==> config.mk <==
export PLATFORM = sky130hd
export DESIGN_NAME = cca_ctrl
export DESIGN_NICKNAME = d
export VERILOG_FILES = /design/src/hdl/cca_pkg.sv /design/src/hdl/cca_ctrl.sv
export SDC_FILE = /design/constraint.sdc
export NUM_CORES = 1
export LEC_CHECK = 0
export ABC_AREA = 1
export BUFFER_PORTS_ARGS = -buffer_cell sky130_fd_sc_hd__buf_2
export CAP_MARGIN = 20
export CORE_UTILIZATION = 40
export CTS_CLUSTER_SIZE = 40
export DETAILED_ROUTE_END_ITERATION = 10
export HOLD_SLACK_MARGIN = 0.03
export PLACE_DENSITY_LB_ADDON = 0.05
export SLEW_MARGIN = 30
export SYNTH_ARGS = -nofsm -noshare
export SYNTH_HDL_FRONTEND = slang
export SYNTH_SLANG_ARGS = --single-unit
==> constraint.sdc <==
create_clock -name clock -period 1.38 [get_ports clock]
set_clock_uncertainty 0.1 [all_clocks]
set_input_delay 0.069 -clock clock [delete_from_list [all_inputs] [get_ports clock]]
set_output_delay 0.069 -clock clock [all_outputs]
set_load 0.01 [all_outputs]
==> src/hdl/cca_pkg.sv <==
package cca_pkg;

   // default cluster count of the data heap
   localparam int unsigned CLUSTERS_DEF = 4096;

   // chain entry that ends a chain
   localparam logic [31:0] END_MARK = 32'hFFFF_FFFF;

   localparam int unsigned REQ_W = 56;
   localparam int unsigned RSP_W = 80;

   // csr register indexes
   localparam logic CSR_HEAP_FIRST = 1'b0;
   localparam logic CSR_SPC_LOG2   = 1'b1;

   typedef enum logic [1:0] {
      MODE_ALLOC = 2'd0,
      MODE_FREE  = 2'd1,
      MODE_FIND  = 2'd2,
      MODE_LINK  = 2'd3
   } mode_type;

   typedef enum logic [1:0] {
      ST_OK          = 2'd0,
      ST_BAD_CLUSTER = 2'd1,
      ST_PAST_END    = 2'd2,
      ST_NO_FREE     = 2'd3
   } status_type;

   typedef enum logic [3:0] {
      OP_NONE   = 4'd0,
      OP_CLR    = 4'd1,
      OP_LOAD   = 4'd2,
      OP_A_NEXT = 4'd3,
      OP_A_MARK = 4'd4,
      OP_A_LINK = 4'd5,
      OP_FREE   = 4'd6,
      OP_FIND   = 4'd7,
      OP_LINK   = 4'd8,
      OP_FIN    = 4'd9
   } op_type;

   typedef struct packed {
      op_type     op;
      status_type status;
   } cmd_type;

   typedef struct packed {
      mode_type mode;
      logic     clear_done;
      logic     contig;
      logic     cl_lt2;
      logic     cl_gt_last;
      logic     run_past;
      logic     map_bit;
      logic     nx_stop;
      logic     scan_fail;
      logic     idx_done;
      logic     last_idx;
      logic     cur_out;
      logic     rsp_busy;
   } flags_type;

endpackage

==> src/hdl/cca_ctrl.sv <==
module cca_ctrl (
   input  logic               clock,
   input  logic               reset,
   input  logic               req_tvalid,
   output logic               req_tready,
   input  cca_pkg::flags_type flags,
   output cca_pkg::cmd_type   cmd
);

   typedef enum logic [11:0] {
      S_CLEAR  = 12'b0000_0000_0001,
      S_IDLE   = 12'b0000_0000_0010,
      S_DISP   = 12'b0000_0000_0100,
      S_A_RD   = 12'b0000_0000_1000,
      S_A_CHK  = 12'b0000_0001_0000,
      S_A_LINK = 12'b0000_0010_0000,
      S_F_TEST = 12'b0000_0100_0000,
      S_F_ACT  = 12'b0000_1000_0000,
      S_N_RD   = 12'b0001_0000_0000,
      S_N_CHK  = 12'b0010_0000_0000,
      S_L_STEP = 12'b0100_0000_0000,
      S_FIN    = 12'b1000_0000_0000
   } state_type;

   state_type state_ff, state_in;
   cca_pkg::status_type st_ff, st_in;

   // sequence one operation
   always_comb begin
      state_in   = state_ff;
      st_in      = st_ff;
      req_tready = 1'b0;
      cmd.op     = cca_pkg::OP_NONE;
      cmd.status = st_ff;
      unique case (state_ff)
         S_CLEAR: begin
            cmd.op = cca_pkg::OP_CLR;
            if (flags.clear_done) begin
               state_in = S_IDLE;
            end
         end
         S_IDLE: begin
            req_tready = 1'b1;
            if (req_tvalid) begin
               cmd.op   = cca_pkg::OP_LOAD;
               state_in = S_DISP;
            end
         end
         S_DISP: begin
            state_in = S_FIN;
            st_in    = cca_pkg::ST_OK;
            unique case (flags.mode)
               cca_pkg::MODE_ALLOC: begin
                  if (flags.cl_gt_last) begin
                     st_in = cca_pkg::ST_BAD_CLUSTER;
                  end else begin
                     state_in = S_A_RD;
                  end
               end
               cca_pkg::MODE_FREE: begin
                  if (!flags.cl_lt2 && !flags.cl_gt_last) begin
                     state_in = S_F_TEST;
                  end
               end
               cca_pkg::MODE_FIND: begin
                  priority if (flags.cl_lt2) begin
                     st_in = cca_pkg::ST_PAST_END;
                  end else if (flags.cl_gt_last) begin
                     st_in = cca_pkg::ST_BAD_CLUSTER;
                  end else if (flags.contig) begin
                     if (flags.run_past) begin
                        st_in = cca_pkg::ST_PAST_END;
                     end
                  end else if (!flags.idx_done) begin
                     state_in = S_N_RD;
                  end
               end
               cca_pkg::MODE_LINK: begin
                  if (flags.contig && !flags.cl_lt2) begin
                     state_in = S_L_STEP;
                  end
               end
               default: begin
               end
            endcase
         end
         S_A_RD: begin
            state_in = S_A_CHK;
         end
         S_A_CHK: begin
            priority if (!flags.map_bit) begin
               cmd.op   = cca_pkg::OP_A_MARK;
               st_in    = cca_pkg::ST_OK;
               state_in = flags.cl_lt2 ? S_FIN : S_A_LINK;
            end else if (flags.scan_fail) begin
               st_in    = cca_pkg::ST_NO_FREE;
               state_in = S_FIN;
            end else begin
               cmd.op   = cca_pkg::OP_A_NEXT;
               state_in = S_A_RD;
            end
         end
         S_A_LINK: begin
            cmd.op   = cca_pkg::OP_A_LINK;
            state_in = S_FIN;
         end
         S_F_TEST: begin
            if (flags.contig && (flags.idx_done || flags.cur_out)) begin
               st_in    = cca_pkg::ST_OK;
               state_in = S_FIN;
            end else begin
               state_in = S_F_ACT;
            end
         end
         S_F_ACT: begin
            cmd.op = cca_pkg::OP_FREE;
            if (!flags.contig && flags.nx_stop) begin
               st_in    = cca_pkg::ST_OK;
               state_in = S_FIN;
            end else begin
               state_in = S_F_TEST;
            end
         end
         S_N_RD: begin
            state_in = S_N_CHK;
         end
         S_N_CHK: begin
            if (flags.nx_stop) begin
               st_in    = cca_pkg::ST_PAST_END;
               state_in = S_FIN;
            end else begin
               cmd.op = cca_pkg::OP_FIND;
               if (flags.last_idx) begin
                  st_in    = cca_pkg::ST_OK;
                  state_in = S_FIN;
               end else begin
                  state_in = S_N_RD;
               end
            end
         end
         S_L_STEP: begin
            priority if (flags.idx_done) begin
               st_in    = cca_pkg::ST_OK;
               state_in = S_FIN;
            end else if (flags.cur_out) begin
               st_in    = cca_pkg::ST_BAD_CLUSTER;
               state_in = S_FIN;
            end else begin
               cmd.op = cca_pkg::OP_LINK;
            end
         end
         S_FIN: begin
            if (!flags.rsp_busy) begin
               cmd.op   = cca_pkg::OP_FIN;
               state_in = S_IDLE;
            end
         end
         default: begin
            state_in = S_IDLE;
         end
      endcase
   end

   always_ff @(posedge clock) begin
      if (reset) begin
         state_ff <= S_CLEAR;
         st_ff    <= cca_pkg::ST_OK;
      end else begin
         state_ff <= state_in;
         st_ff    <= st_in;
      end
   end

endmodule

==> flow_metrics.env <==
export IMPL_status="complete, but fails checks"
export IMPL_violations="DRC, setup timing"
export IMPL_ios=24
export IMPL_grtUsageTotal_pct=27.7
export IMPL_ys_seq_elements=14
export IMPL_hpwlAfterDp_um=2930
export IMPL_area_growth_pct=72.7
export IMPL_grt_max_degree=11
export IMPL_worst_slack_ps=-450
export IMPL_hp_class="in -> reg"
export IMPL_worst_ep_required_time_ps=1210
export IMPL_clock_path_buffers=2
export IMPL_yosysTopAreaCell="dfxtp_1"
export IMPL_routed_wl_um=4600
export IMPL_synth_top_cell_area_share_pct=23.1
export IMPL_detailed_place_area_mm2=0.00157
export IMPL_p_per_area_mw_per_mm2=502
export IMPL_path_buf_inv=2
export IMPL_cts_sinks=14
export IMPL_netlist_instances=203
export IMPL_rsz0062_at_grt="yes"
export IMPL_viasPerCell=5.31
export IMPL_period_minus_slack_ps=1830
export IMPL_num_nets_final=301
export IMPL_multi_input_area_mm2=0.00102
export IMPL_synth_avg_cell_area_um2=5.97
export IMPL_drt_iter0_drc=49
export IMPL_cts_tree="yes"
export IMPL_cts_buffers=3
export IMPL_cp_start_kind="register"
export IMPL_wire_per_inst_um=14.7
export IMPL_end_kind="primary output"
export IMPL_setup_violations=17
export IMPL_drv_slew=0
export IMPL_final_seq_area_um2=300
export IMPL_port_buffers=23
export IMPL_max_freq_ghz=0.546
export IMPL_final_util_pct=74.6
export IMPL_drc_errors=2
export IMPL_critical_path_max_stage_delay_ps=350
export IMPL_die_area_mm2=0.00325
export IMPL_dp_cells=282
export IMPL_ant_nets=0
export IMPL_grt_overflow_total=0
export IMPL_worstPathArrival_ps=1660
export IMPL_drive_above_1_share_pct=52.1
export IMPL_grt_pass1_vias=1636
export IMPL_antenna_cells=0
export IMPL_finalHoldViolations=0
export IMPL_ys_types=24
export IMPL_antenna_found_initial=0
export IMPL_fill_cells=200
export IMPL_synthTopCellsByArea="dfxtp_1 23%, nand2_1 14%, inv_1 11%"
export IMPL_synth_seq_area_share_pct=23.1
export IMPL_clock_root_buffer="clkbuf_4"
export IMPL_crit_path_top_delay_cell="dfxtp_2"
export IMPL_die_h_um=57.0
export IMPL_synth_area_mm2=0.00121
export IMPL_max_slew_margin_pct=73.6
export IMPL_synth_fp_nets=220
export IMPL_grt_pass1_wl_um=6970
export IMPL_path_delay_family="simple AND/OR/NAND/NOR gates"
export IMPL_start_util_pct=43.2
export IMPL_first_pass_iters=7
export IMPL_instances_no_fill=313
export IMPL_clkTransAtPathRegs_ps=90
export IMPL_fin_setup_tns_ps=-3580
export IMPL_insertion_delay_ps=290
export IMPL_p_leak_uw=0.00108
export IMPL_path_class="reg -> out"
export IMPL_finalCritPeriodShare_pct=133
export IMPL_path_cells="nor2_4 > buf_4 > nand3_4 > nand3b_1 > o211ai_1 > buf_2"
export IMPL_peakVddDrop_mv=0.308
export IMPL_cp_max_fo=3
export IMPL_ys_warn_count=0
export IMPL_placementRows=19
export IMPL_core_mm2=0.00281
export IMPL_die_x_um=57.0
export IMPL_final_area_mm2=0.00209
export IMPL_gp_congestion=0.915
export IMPL_vias=1661
export IMPL_drv_cap=0
export IMPL_max_slew_worst_pin_slew_ps=393
export IMPL_htree_levels=1
==> what timing repair did <==
action / in CTS / in global routing
resized for setup: 52 / 28
pin swaps: 14 / 14
hold buffers: 3 / 2
setup endpoints to repair: 15 / 18
hold endpoints to repair: 6 / 1
buffers inserted: 15 / 10
==> logic make-up (layout without fill, tap and decap cells) <==
logic type	count (synthesis)	count (layout)	synth area share (%)
flops	14	14	23.1
simple gates	135	135	57.5
buf+inv	37	116	11.5
compound gates	17	17	7.85
==> flip-flops by register name, summed over array words and instances (netlist names) <==
register  cells
st_ff         2
state_ff     12
==> cells in the mapped netlist (all sizes together) <==
cell type / instances
o21ai: 3
nor3: 5
buf: 1
or2: 1
nand4: 6
a21oi: 9
inv: 36
dfxtp: 14
nor4: 1
nand3: 22
nand2: 55
nand3b: 4
o22ai: 2
nor2: 41
a211oi: 1
o211ai: 2
==> per-layer routing <==
layer | track usage [%] | wire length (µm)
met1 | 31.5 | 1760
met2 | 51.8 | 2390
met3 | 4.54 | 275
met4 | 10.1 | 176
met5 | 0 | 0
==> power breakdown <==
part,internal (µW),leakage (µW),total [µW],switching [µW]
Combinational,172,0.000947,382,210
Clock,101,0.0000138,248,146
Sequential,411,0.000119,420,9.23
==> per-stage QoR <==
step	hold slack [ps]	total power, µW	worst slack, ps
after detailed placement	191	678	-276
after global routing	49.2	1090	-477
after CTS	-105	997	-308
final	43.9	1050	-450
after global placement	180	675	-214
after floorplan	45.7	579	-32.6
==> layout make-up <==
type                            instances  share of cell area [%]
Clock buffer                            3                    1.08
Tap cell                               31                    1.85
Inverter                               36                    6.82
Timing Repair Buffer                   77                    27.1
Sequential cell                        14                    14.4
Multi-Input combinational cell        152                    48.8
==> layout by cell type (no fill, tap or decap) <==
| cell | n |
|---|---|
| buf_6 | 9 |
| nand3b_1 | 4 |
| nand3_1 | 14 |
| nand4_4 | 1 |
| nor2_4 | 10 |
| nor3_4 | 1 |
| nor2_8 | 2 |
| nand2_2 | 10 |
| o21ai_1 | 2 |
| nand2_4 | 8 |
| nand2_1 | 37 |
| buf_4 | 40 |
| dfxtp_4 | 2 |
| nor3_1 | 4 |
| o22ai_1 | 2 |
| dfxtp_2 | 10 |
| a211oi_1 | 1 |
| clkbuf_4 | 3 |
| nor2_1 | 21 |
| o21ai_2 | 1 |
| nand4_1 | 5 |
| nand3_4 | 5 |
| inv_6 | 1 |
| a21oi_2 | 4 |
| buf_2 | 23 |
| inv_4 | 1 |
| inv_2 | 4 |
| inv_1 | 30 |
| nor4_4 | 1 |
| o211ai_1 | 2 |
| or2_1 | 1 |
| dlygate4sd3_1 | 5 |
| a21oi_1 | 5 |
| nand3_2 | 3 |
| dfxtp_1 | 2 |
| nor2_2 | 8 |
==> worst min-delay path: cells and delay by family <==
kind,cells,cell delay (ps)
buf+inv,2,180
simple gates,1,100
compound gates,1,50
==> worst paths after layout <==
| check | startpoint | end | cells past startpoint | slack (ps) |
|---|---|---|---|---|
| max | state_ff[3]$_SDFFE_PP0P_ | cmd[3] | 6 | -450 |
| min | flags[8] | state_ff[3]$_SDFFE_PP0P_ | 4 | 40 |
| max reg2reg | state_ff[10]$_SDFFE_PP0P_ | st_ff[0]$_SDFFE_PP0P_ | 11 | -310 |
| min reg2reg | st_ff[1]$_SDFFE_PP0P_ | st_ff[1]$_SDFFE_PP0P_ | 4 | 430 |
Note: power is estimated with default switching activity, not from simulation.
